--- src/design/gwch_pkg.sv ---
// ---------------------------------------------------------------------------
// Gift-wrap convex hull package
// Sizes, point and turn-test types shared by the hull unit's modules.
// ---------------------------------------------------------------------------
package gwch_pkg;

  localparam int MAX_POINTS = 64;
  localparam int COORD_BITS = 16;
  localparam int IDX_W      = $clog2(MAX_POINTS);
  localparam int CNT_W      = $clog2(MAX_POINTS + 1);
  localparam int DIFF_W     = COORD_BITS + 1;
  localparam int PROD_W     = 2 * DIFF_W;

  typedef logic signed [COORD_BITS-1:0] coord_t;
  typedef logic signed [DIFF_W-1:0]     diff_t;
  typedef logic signed [PROD_W-1:0]     prod_t;

  typedef struct packed {
    coord_t x;
    coord_t y;
  } point_t;

  typedef struct packed {
    point_t o;
    point_t p;
    point_t q;
  } turn_req_t;

  typedef struct packed {
    logic done;
    logic take;
  } turn_rsp_t;

  function automatic logic [DIFF_W-1:0] diff_mag(input diff_t v);
    logic [DIFF_W-1:0] r;
    r = v[DIFF_W-1] ? DIFF_W'(-v) : DIFF_W'(v);
    return r;
  endfunction

endpackage

--- src/design/gwch_point_mem.sv ---
// ---------------------------------------------------------------------------
// Point store
// One write port, one registered read port with read enable.
// ---------------------------------------------------------------------------
module gwch_point_mem (
  input  logic                      clk,
  input  logic                      wr_en,
  input  logic [gwch_pkg::IDX_W-1:0] wr_addr,
  input  gwch_pkg::point_t          wr_data,
  input  logic                      rd_en,
  input  logic [gwch_pkg::IDX_W-1:0] rd_addr,
  output gwch_pkg::point_t          rd_data
);
  import gwch_pkg::*;

  point_t mem [MAX_POINTS];
  point_t rd_data_r;

  always_ff @(posedge clk) begin
    if (wr_en) begin
      mem[wr_addr] <= wr_data;
    end
    if (rd_en) begin
      rd_data_r <= mem[rd_addr];
    end
  end

  assign rd_data = rd_data_r;

endmodule

--- src/design/gwch_turn_unit.sv ---
// ---------------------------------------------------------------------------
// Turn test unit
// Cross-product sign of (p - o) x (q - o) with one shared multiplier for both
// products, plus the collinear farther-point tie break.
// ---------------------------------------------------------------------------
module gwch_turn_unit (
  input  logic                 clk,
  input  logic                 rst_n,
  input  logic                 start,
  input  gwch_pkg::turn_req_t  req,
  output gwch_pkg::turn_rsp_t  rsp
);
  import gwch_pkg::*;

  typedef enum logic [1:0] {U_IDLE, U_MUL1, U_MUL2, U_CMP} ustate_t;

  ustate_t state_r;
  diff_t   ax_r, ay_r, bx_r, by_r;
  prod_t   prod1_r, prod2_r;
  logic    far_r;

  diff_t   ax_nxt, ay_nxt, bx_nxt, by_nxt;
  diff_t   mul_a, mul_b;
  prod_t   mul_p;
  logic    far_nxt;
  logic [DIFF_W-1:0] pdx, qdx, pdy, qdy;

  assign ax_nxt = {req.p.x[COORD_BITS-1], req.p.x} - {req.o.x[COORD_BITS-1], req.o.x};
  assign ay_nxt = {req.p.y[COORD_BITS-1], req.p.y} - {req.o.y[COORD_BITS-1], req.o.y};
  assign bx_nxt = {req.q.x[COORD_BITS-1], req.q.x} - {req.o.x[COORD_BITS-1], req.o.x};
  assign by_nxt = {req.q.y[COORD_BITS-1], req.q.y} - {req.o.y[COORD_BITS-1], req.o.y};

  assign mul_a = (state_r == U_MUL1) ? ax_r : ay_r;
  assign mul_b = (state_r == U_MUL1) ? by_r : bx_r;
  assign mul_p = mul_a * mul_b;

  assign pdx = diff_mag(ax_r);
  assign qdx = diff_mag(bx_r);
  assign pdy = diff_mag(ay_r);
  assign qdy = diff_mag(by_r);
  assign far_nxt = (pdx != qdx) ? (pdx > qdx) : (pdy > qdy);

  always_ff @(posedge clk) begin
    if (!rst_n) begin
      state_r <= U_IDLE;
    end else begin
      unique case (state_r)
        U_IDLE: begin
          if (start) begin
            ax_r    <= ax_nxt;
            ay_r    <= ay_nxt;
            bx_r    <= bx_nxt;
            by_r    <= by_nxt;
            state_r <= U_MUL1;
          end
        end
        U_MUL1: begin
          prod1_r <= mul_p;
          far_r   <= far_nxt;
          state_r <= U_MUL2;
        end
        U_MUL2: begin
          prod2_r <= mul_p;
          state_r <= U_CMP;
        end
        U_CMP: begin
          state_r <= U_IDLE;
        end
        default: state_r <= U_IDLE;
      endcase
    end
  end

  assign rsp.done = (state_r == U_CMP);
  assign rsp.take = (prod1_r > prod2_r) || ((prod1_r == prod2_r) && far_r);

endmodule

--- src/design/gift_wrap_convex_hull_unit.sv ---
// ---------------------------------------------------------------------------
// Gift-wrap convex hull unit
// Loads a point set, then walks the hull and emits its vertices.
// ---------------------------------------------------------------------------
// Input channel (in_*): one point per beat, in_point_last closes the set.
// Points are taken at one per cycle while the set loads; up to MAX_POINTS
// are stored, later ones are dropped and flagged on out_points_dropped.
// Result channel (out_*): hull vertices counterclockwise from the leftmost
// (lowest y on equal x), out_hull_last on the final vertex.
// After the closing beat in_ready stays low for the walk: a leftmost search,
// then per vertex a scan for the first distinct point and a turn scan over
// all stored points; in the turn scan each point needs a store read and
// two products through the one shared multiplier.
// A vertex sits in the output register until taken; a stall holds the walk
// when its next vertex is ready, and the next set may load once the last
// vertex is registered. Reset empties the set and drops any pending vertex.
// ---------------------------------------------------------------------------
module gift_wrap_convex_hull_unit (
  input  logic             clk,
  input  logic             rst_n,
  input  logic             in_valid,
  output logic             in_ready,
  input  gwch_pkg::coord_t in_point_x,
  input  gwch_pkg::coord_t in_point_y,
  input  logic             in_point_last,
  output logic             out_valid,
  input  logic             out_ready,
  output gwch_pkg::coord_t out_hull_x,
  output gwch_pkg::coord_t out_hull_y,
  output logic             out_hull_last,
  output logic             out_points_dropped
);
  import gwch_pkg::*;

  typedef enum logic [3:0] {
    S_LOAD, S_LM_RD, S_LM_CHK, S_VTX, S_FS_RD, S_FS_CHK,
    S_TS_RD, S_TS_GO, S_TS_WAIT, S_EMIT
  } state_t;

  localparam logic [CNT_W-1:0] CNT_FULL = CNT_W'(MAX_POINTS);

  state_t           state_r;
  logic [CNT_W-1:0] cnt_r, idx_r, emit_cnt_r;
  logic             ovf_r, fin_r;
  point_t           start_r, cur_r, cand_r;
  logic             out_valid_r, out_last_r, out_drop_r;
  coord_t           out_x_r, out_y_r;

  logic             in_acc, wr_en, rd_en, idx_done, lm_better, emit_go;
  logic [CNT_W-1:0] idx_inc, emit_inc;
  point_t           wr_data, rd_data, cand_nxt;
  turn_req_t        turn_req;
  turn_rsp_t        turn_rsp;

  assign in_ready  = (state_r == S_LOAD);
  assign in_acc    = in_valid && in_ready;
  assign wr_en     = in_acc && (cnt_r != CNT_FULL);
  assign wr_data   = '{x: in_point_x, y: in_point_y};
  assign rd_en     = (state_r == S_LM_RD) || (state_r == S_FS_RD) || (state_r == S_TS_RD);
  assign idx_inc   = idx_r + CNT_W'(1);
  assign idx_done  = (idx_inc == cnt_r);
  assign emit_inc  = emit_cnt_r + CNT_W'(1);
  assign lm_better = ($signed(rd_data.x) < $signed(start_r.x)) ||
                     (($signed(rd_data.x) == $signed(start_r.x)) &&
                      ($signed(rd_data.y) < $signed(start_r.y)));
  assign cand_nxt  = turn_rsp.take ? rd_data : cand_r;
  assign emit_go   = (state_r == S_EMIT) && (!out_valid_r || out_ready);

  assign turn_req  = '{o: cur_r, p: rd_data, q: cand_r};

  gwch_point_mem u_mem (
    .clk     (clk),
    .wr_en   (wr_en),
    .wr_addr (cnt_r[IDX_W-1:0]),
    .wr_data (wr_data),
    .rd_en   (rd_en),
    .rd_addr (idx_r[IDX_W-1:0]),
    .rd_data (rd_data)
  );

  gwch_turn_unit u_turn (
    .clk   (clk),
    .rst_n (rst_n),
    .start (state_r == S_TS_GO),
    .req   (turn_req),
    .rsp   (turn_rsp)
  );

  always_ff @(posedge clk) begin
    if (!rst_n) begin
      state_r     <= S_LOAD;
      cnt_r       <= '0;
      ovf_r       <= 1'b0;
      idx_r       <= '0;
      emit_cnt_r  <= '0;
      fin_r       <= 1'b0;
      out_valid_r <= 1'b0;
    end else begin
      if (emit_go) begin
        out_valid_r <= 1'b1;
        out_x_r     <= cur_r.x;
        out_y_r     <= cur_r.y;
        out_last_r  <= fin_r;
        out_drop_r  <= ovf_r;
      end else if (out_ready) begin
        out_valid_r <= 1'b0;
      end

      unique case (state_r)
        S_LOAD: begin
          if (in_acc) begin
            if (cnt_r != CNT_FULL) begin
              cnt_r <= cnt_r + CNT_W'(1);
            end else begin
              ovf_r <= 1'b1;
            end
            if (in_point_last) begin
              idx_r   <= '0;
              state_r <= S_LM_RD;
            end
          end
        end
        S_LM_RD: state_r <= S_LM_CHK;
        S_LM_CHK: begin
          if ((idx_r == '0) || lm_better) begin
            start_r <= rd_data;
          end
          if (idx_done) begin
            cur_r      <= ((idx_r == '0) || lm_better) ? rd_data : start_r;
            emit_cnt_r <= '0;
            state_r    <= S_VTX;
          end else begin
            idx_r   <= idx_inc;
            state_r <= S_LM_RD;
          end
        end
        S_VTX: begin
          emit_cnt_r <= emit_inc;
          idx_r      <= '0;
          if (emit_inc >= cnt_r) begin
            fin_r   <= 1'b1;
            state_r <= S_EMIT;
          end else begin
            fin_r   <= 1'b0;
            state_r <= S_FS_RD;
          end
        end
        S_FS_RD: state_r <= S_FS_CHK;
        S_FS_CHK: begin
          if (rd_data != cur_r) begin
            cand_r  <= rd_data;
            idx_r   <= '0;
            state_r <= S_TS_RD;
          end else if (idx_done) begin
            fin_r   <= 1'b1;
            state_r <= S_EMIT;
          end else begin
            idx_r   <= idx_inc;
            state_r <= S_FS_RD;
          end
        end
        S_TS_RD: state_r <= S_TS_GO;
        S_TS_GO: state_r <= S_TS_WAIT;
        S_TS_WAIT: begin
          if (turn_rsp.done) begin
            cand_r <= cand_nxt;
            if (idx_done) begin
              fin_r   <= (cand_nxt == start_r);
              state_r <= S_EMIT;
            end else begin
              idx_r   <= idx_inc;
              state_r <= S_TS_RD;
            end
          end
        end
        S_EMIT: begin
          if (emit_go) begin
            if (fin_r) begin
              cnt_r   <= '0;
              ovf_r   <= 1'b0;
              state_r <= S_LOAD;
            end else begin
              cur_r   <= cand_r;
              state_r <= S_VTX;
            end
          end
        end
        default: state_r <= S_LOAD;
      endcase
    end
  end

  assign out_valid          = out_valid_r;
  assign out_hull_x         = out_x_r;
  assign out_hull_y         = out_y_r;
  assign out_hull_last      = out_last_r;
  assign out_points_dropped = out_drop_r;

endmodule

--- config.mk ---
export PLATFORM = sky130hd
export DESIGN_NAME = gift_wrap_convex_hull_unit
export DESIGN_NICKNAME = d
export VERILOG_FILES = /design/src/design/gwch_pkg.sv /design/src/design/gwch_point_mem.sv /design/src/design/gwch_turn_unit.sv /design/src/design/gift_wrap_convex_hull_unit.sv
export SDC_FILE = /design/constraint.sdc
export NUM_CORES = 2
export LEC_CHECK = 0
export BUFFER_PORTS_ARGS = -buffer_cell sky130_fd_sc_hd__buf_2
export CAP_MARGIN = 25
export CORE_ASPECT_RATIO = 0.8
export CORE_MARGIN = 2
export CORE_UTILIZATION = 50
export CTS_CLUSTER_DIAMETER = 50
export DETAILED_ROUTE_END_ITERATION = 16
export PLACE_DENSITY = 0.74
export SETUP_SLACK_MARGIN = 0.1
export SYNTH_ARGS = -nofsm -noshare
export SYNTH_HDL_FRONTEND = slang
export SYNTH_SLANG_ARGS = --single-unit
--- constraint.sdc ---
create_clock -name clk -period 8.2 [get_ports clk]
set_input_delay 0 -clock clk [delete_from_list [all_inputs] [get_ports clk]]
set_output_delay 0 -clock clk [all_outputs]
set_load 0.01 [all_outputs]
# Word-level counts from Yosys, hierarchy flattened
# Memory sizes are Yosys's and may differ from the RTL's. A register that Yosys moved wholly into a read port is not among the register bits.
# Index checks and enable logic that the tools add are counted.
classes:
  add_sub_neg: 11
  mul: 1
  magnitude_cmp: 6
  eq_ne: 33
  muxes: 57
  n_reduce_logical: 35
ops:
  columns: ["cell", "n"]
  rows:
  - ["$mux 32", 7]
  - ["$pmux 32 s2", 2]
  - ["$mux 17", 6]
  - ["$mux 7", 10]
  - ["$neg 17->17", 4]
  - ["$sub 16x16->17", 4]
  - ["$pmux 4 s10", 1]
  - ["$pmux 7 s5", 1]
  - ["$eq 34x34->1", 1]
  - ["$gt 17x17->1", 2]
  - ["$gt 34x34->1", 1]
  - ["$mul 17x17->34", 1]
  - ["$eq 32x32->1", 1]
  - ["$lt 16x16->1", 2]
  - ["$mux 4", 8]
  - ["$ne 32x32->1", 1]
  - ["$pmux 7 s2", 2]
  - ["$add 7x1->7 const B", 3]
  - ["$ne 2x2->1 const B", 10]
  - ["$reduce_and 5->1", 4]
  - ["$ne 17x17->1", 1]
  - ["$eq 16x16->1", 1]
  - ["$eq 4x3->1 const B", 4]
  - ["$mux 1", 14]
  - ["25 further kinds", 52]
totals:
  regBits: 297
  mem_bits_rw: 2048
  in_bits: 37
  out_inout_bits: 36
  elab_cells: 169
  memories: 1
mem_list:
  columns: ["memory", "words", "width", "rd", "rd_ports_with_merged_regs", "wr", "line", "text"]
  rows:
  - ["u_mem.mem", 64, 32, 1, 1, 1, "gwch_point_mem.sv:16", "point_t mem [MAX_POINTS];"]

# Longest topological paths before layout
logic_depth:
  depth_word: 8
  mapped_depth: 32
  ltp_nobuf: 29

# Cells and area by module
# Synthesis repeated with hierarchy kept, for this count alone.
unflattened:
  cells_unflattened: 6614
  area_unflattened_um2: 109460.0
modules_own_cells:
  columns: ["mod", "instances", "cells_per_inst", "area_each_um2", "seq_area_each_um2"]
  rows:
  - ["gwch_point_mem", 1, 3572, 79206.0, 62459.9]
  - ["gwch_turn_unit", 1, 2184, 21045.2, 4154.0]
  - ["gift_wrap_convex_hull_unit", 1, 858, 9208.8, 4464.3]

# Least setup slack after synthesis
# OpenSTA, ideal clock, no wires.
synth_path:
  kind: "register to register"
  start: "register u_turn.state_r[1]"
  end: "register u_turn.prod1_r[33], data pin"
  setup_time_ns: 0.281
  arrival_time_ns: 7.396
  required_ns: 7.919
  setup_slack_ns: 0.523
  path_stages_with_launch: 29
  path_buffers: 3
  synth_period_minus_slack_ns: 7.677
  path_cell_list: "dfxtp_1 > inv_1 > ha_1 > clkbuf_1 > clkbuf_1 > buf_1 > mux2i_1 > nor2_1 > fa_1 > inv_1 > fa_1 > fa_1 > inv_1 > fa_1 > fa_1 > inv_1 > fa_1 > inv_1 > ha_1 > a21o_1 > a21o_1 > a21oi_1 > o21ai_0 > a211oi_1 > o21ai_0 > nor2b_1 > a21o_1 > o31ai_1 > a211oi_1"
synth_between:
  elab_chain_len: 3
  word_cells_on_any_way: 4
  cone_classes: "mul (1); eq/ne (1); mux (2)"
synth_lines:
  columns: ["element", "line", "text"]
  rows:
  - ["start: declaration", "gwch_turn_unit.sv:17", "ustate_t state_r;"]
  - ["start signal: assignment", "gwch_turn_unit.sv:45", "state_r <= U_IDLE;"]
  - ["start signal: assignment", "gwch_turn_unit.sv:54", "state_r <= U_MUL1;"]
  - ["start signal: assignment", "gwch_turn_unit.sv:60", "state_r <= U_MUL2;"]
  - ["$eq 2x1->1 (*)", "gwch_turn_unit.sv:33, gwch_turn_unit.sv:34", null]
  - ["$mux 17 (on tied branches)", "gwch_turn_unit.sv:33, gwch_turn_unit.sv:34", null]
  - ["$mul 17x17->34 (*)", "gwch_turn_unit.sv:35", "assign mul_p = mul_a * mul_b;"]
  - ["via u_turn.mul_p[33]", "gwch_turn_unit.sv:24", "prod_t mul_p;"]
  - ["end signal: assignment", "gwch_turn_unit.sv:58", "prod1_r <= mul_p;"]
  - ["end: declaration", "gwch_turn_unit.sv:19", "prod_t prod1_r, prod2_r;"]
# Mark *: on every way through the listed nets, which the timed path passes. The rest lies on a longest branch.
# A chain may end at the register's enable or synchronous reset.

# Worst setup path after layout
layout_path:
  start: "register u_turn.state_r[1]"
  end: "register u_turn.prod2_r[33], data pin"
layout_between:
  elab_chain_len: 3
  word_cells_on_any_way: 4
  cone_classes: "mul (1); eq/ne (1); mux (2)"
layout_lines:
  columns: ["element", "line", "text"]
  rows:
  - ["$eq 2x1->1 (*)", "gwch_turn_unit.sv:33, gwch_turn_unit.sv:34", null]
  - ["$mux 17 (on tied branches)", "gwch_turn_unit.sv:33, gwch_turn_unit.sv:34", null]
  - ["$mul 17x17->34 (*)", "gwch_turn_unit.sv:35", null]
  - ["via u_turn.mul_p[33]", "gwch_turn_unit.sv:24", null]
  - ["end signal: assignment", "gwch_turn_unit.sv:63", "prod2_r <= mul_p;"]
  - ["end: declaration", "gwch_turn_unit.sv:19", null]
# Marked as above.

==> reports/summary.txt <==
========================================================================================
Antenna violations before repair                                                       9
DRT Wirelength                                                                    283 mm
Depth of the worst register-to-register path                                          25
Average via count per standard cell                                                 6.25
Critical Path RT                                                                 8.81 ns
Core outline area                                                            0.215 sq mm
Row count                                                                            152
Number of sinks on the clock net                                                    2377
Post-layout nets                                                                    6951
Type of the worst min-delay path                                            input port to register
Fraction of the cycle the final worst path needs                                   0.936
Achievable Freq                                                                  130 MHz
End of the worst register-to-register path                                  u_turn.prod2_r[33]
Count of unique library cells instantiated by Yosys                                   79
# Max-Cap Violations                                                                   0
Signal arrival time at the worst endpoint                                        8.29 ns
#FFs+latches synth                                                                  2377
Mean instance size in the synthesized netlist                                 18.0 sq um
Layout cell share with drive strength beyond 1                                     0.222
Buffer depth of the longest clock path                                                 4
Setup repair after global routing missed its margin                                   no
Number of top-level pins                                                              73
Asr flop ratio synth                                                                   0
Shortest period the worst path allows                                            7.67 ns
Worst setup startpoint                                                      u_turn.state_r[1]
Final setup violation count                                                            0
Root cell of the clock tree                                                 sky130_fd_sc_hd__clkbuf_16
Residual DRC                                                                           0
Worst-Skew Late Latency                                                          0.92 ns
Global-route usage over all layers                                                 0.258
Total half-perimeter wirelength after legalization and detailed placement         169 mm
Final-layout setup total negative slack                                             0 ns
Height of the chip                                                                421 um
Most numerous cell in the Yosys netlist                                     sky130_fd_sc_hd__edfxtp_1
Router iterations before antenna repair                                                6
Max Transition Viols Final                                                             0
Number of input and output port buffers inserted                                      72
Nets in the synthesized netlist                                                     6649
Die area                                                                     0.221 sq mm
Post-route antenna net violation count                                                 0
Number of warning messages in the yosys log                                            0
Startpoint kind of the worst setup timing path                                  register
Critical path class                                                         register to register
TritonCTS buffer count                                                               229
Largest area contributor in the synthesized netlist                         sky130_fd_sc_hd__edfxtp_1
Number of vias in the routed layout                                                58600
Number of H-tree levels                                                                4
Number of global-route vias before repair                                          58500
Leading register cell type out of synthesis                                 sky130_fd_sc_hd__edfxtp_1
Minimum setup slack among reg-to-reg paths                                       0.53 ns
Critical path peak fanout                                                              8
Initial detailed-routing violation count                                            8090
Chip width                                                                        525 um
Syn Std Cell Area                                                            0.108 sq mm
Skew final                                                                     0.0915 ns
Startpoint of the lowest-slack hold path                                    in_point_x[15]
Top-area cell type share of the netlist area                                       0.650
Gate count after technology mapping                                                 6042
Worst rel slew slack                                                               0.274
End point of the critical path                                              u_turn.prod2_r[33]
Part of the Yosys area used for sequential elements                                0.655
Worst setup EP type                                                             register
Result of the run                                                           finished clean
Clock transition at path regs                                                    0.07 ns
Global-route wire length before repair                                            410 mm
CTS tree                                                                             yes
Largest net degree at the start of global routing                                    110
Most used standard cells in the synthesized netlist                         sky130_fd_sc_hd__edfxtp_1 (2347), sky130_fd_sc_hd__mux4_2 (646), sky130_fd_sc_hd__inv_1 (506)
Number of synthesized flops with an enable pin                                      2347
Starting density of the core                                                       0.504
Wirelength per Cell                                                              30.2 um
Last weighted congestion value of the routability-driven placer                    0.955
Transition time at the pin with the least slew margin                            1.07 ns
Syn-to-layout area delta                                                           12.0%
Top cells by area in the synthesized netlist                                sky130_fd_sc_hd__edfxtp_1 (65%), sky130_fd_sc_hd__mux4_2 (13%), sky130_fd_sc_hd__fa_1 (5.5%), sky130_fd_sc_hd__ha_1 (3.1%), sky130_fd_sc_hd__inv_1 (1.8%)
FF-to-FF Start                                                              u_turn.state_r[1]
Sum of overflow across all layers after global routing                                 0
Total count of hold-check failures in the final report                                 0
========================================================================================
worst max-delay path, stage by stage (launching register included):
cell,delay [ns]
sky130_fd_sc_hd__dfxtp_1,0.34
sky130_fd_sc_hd__inv_1,0.14
sky130_fd_sc_hd__ha_2,0.34
sky130_fd_sc_hd__mux2i_1,0.73
sky130_fd_sc_hd__buf_4,0.30
sky130_fd_sc_hd__nor2_1,0.08
sky130_fd_sc_hd__fa_1,0.51
sky130_fd_sc_hd__inv_1,0.05
sky130_fd_sc_hd__fa_1,0.47
sky130_fd_sc_hd__fa_1,0.51
sky130_fd_sc_hd__inv_1,0.05
sky130_fd_sc_hd__fa_1,0.49
sky130_fd_sc_hd__fa_1,0.50
sky130_fd_sc_hd__inv_1,0.05
sky130_fd_sc_hd__fa_1,0.47
sky130_fd_sc_hd__inv_1,0.04
sky130_fd_sc_hd__ha_1,0.34
sky130_fd_sc_hd__a21o_1,0.18
sky130_fd_sc_hd__a21oi_1,0.16
sky130_fd_sc_hd__o21ai_1,0.23
sky130_fd_sc_hd__a211oi_1,0.38
sky130_fd_sc_hd__o21ai_0,0.14
sky130_fd_sc_hd__nor2b_1,0.19
sky130_fd_sc_hd__a21o_1,0.21
sky130_fd_sc_hd__o31ai_1,0.36
sky130_fd_sc_hd__a211oi_1,0.15
per-layer routing:
metal	global-route usage	wire, um
met5	0	47
met4	0.0772	8720
met3	0.0619	31500
met2	0.394	130000
met1	0.372	113000
sequential cells by signal, summed over array words and instances, names as in the netlist, 2 cells and up:
name            count
u_mem.mem        2048
u_turn.prod1_r     34
u_turn.prod2_r     34
cand_r             32
cur_r              32
start_r            32
u_mem.rd_data      32
u_turn.ax_r        17
u_turn.ay_r        17
u_turn.bx_r        17
u_turn.by_r        17
out_hull_x         16
out_hull_y         16
cnt_r               7
emit_cnt_r          7
idx_r               7
state_r             4
u_turn.state_r      2
stage by stage:
stage,util,area [sq um],std cells,hold WS [ns],setup slack [ns]
after global routing,0.565,122000,9371,0.00449,0.136
final,0.565,122000,9371,0.0277,0.526
after global placement,0.526,113000,8879,0.303,0.427
after floorplan,-,108000,6042,0.0989,0.523
after detailed placement,0.526,113000,8880,0.314,0.314
after CTS,0.561,121000,9326,0.258,0.300
cell usage in the layout (no fill, tap or decap), types with 35 or more instances in the layout:
cell type,instances
sky130_fd_sc_hd__nor3_1,36
sky130_fd_sc_hd__buf_2,72
sky130_fd_sc_hd__xnor2_1,95
sky130_fd_sc_hd__nor2_1,290
sky130_fd_sc_hd__buf_4,139
sky130_fd_sc_hd__buf_12,38
sky130_fd_sc_hd__a21o_1,41
sky130_fd_sc_hd__inv_1,506
sky130_fd_sc_hd__nand4_1,35
sky130_fd_sc_hd__nor2b_1,37
sky130_fd_sc_hd__fa_1,299
sky130_fd_sc_hd__ha_1,269
sky130_fd_sc_hd__clkinv_1,47
sky130_fd_sc_hd__clkbuf_1,46
sky130_fd_sc_hd__clkinv_2,42
sky130_fd_sc_hd__o21ai_0,124
sky130_fd_sc_hd__mux4_2,646
sky130_fd_sc_hd__a21oi_1,81
sky130_fd_sc_hd__nand3_1,48
sky130_fd_sc_hd__dlygate4sd3_1,46
sky130_fd_sc_hd__clkbuf_16,232
sky130_fd_sc_hd__edfxtp_1,2347
sky130_fd_sc_hd__mux2_2,128
sky130_fd_sc_hd__nand2_1,244
sky130_fd_sc_hd__mux2i_1,81
sky130_fd_sc_hd__xor2_1,62
sky130_fd_sc_hd__nor2_4,66
final cells by class:
class                      instances  area, sq um
inverter                         507         1900
multi-input combinational       2930        35100
tap                             2849         3560
fill                           15800        93600
timing repair buffer             299         2730
sequential                      2377        71100
antenna                            1         2.50
clock inverter                   131         1130
clock buffer                     277         5950
worst min path at each step:
| stage | depth (start not counted) | endpoint |
|---|---|---|
| 3_5_place_dp | 3 | ovf_r |
| 2_1_floorplan | 0 | u_mem.mem[0][0] |
| 6_report | 2 | u_mem.mem[27][31] |
| 4_1_cts | 3 | state_r[3] |
| 5_1_grt | 2 | u_mem.mem[26][10] |
| 3_3_place_gp | 3 | ovf_r |
cell families after synthesis:
| group | synth area share |
|---|---|
| buf+inv | 0.0259 |
| mux | 0.155 |
| simple gates | 0.0374 |
| flops | 0.655 |
| xor+xnor | 0.0127 |
| compound gates | 0.0271 |
| fa+ha+maj | 0.0865 |
timing repair:
action	4_1_cts	5_1_grt
buffers inserted	0	0
endpoints found under the hold margin	1954	40
hold buffers	38	8
setup endpoints to repair	0	14
resized for setup	0	8
Power is not shown: default switching activity piles up to over one toggle a cycle in this logic, so the estimate is an artifact.
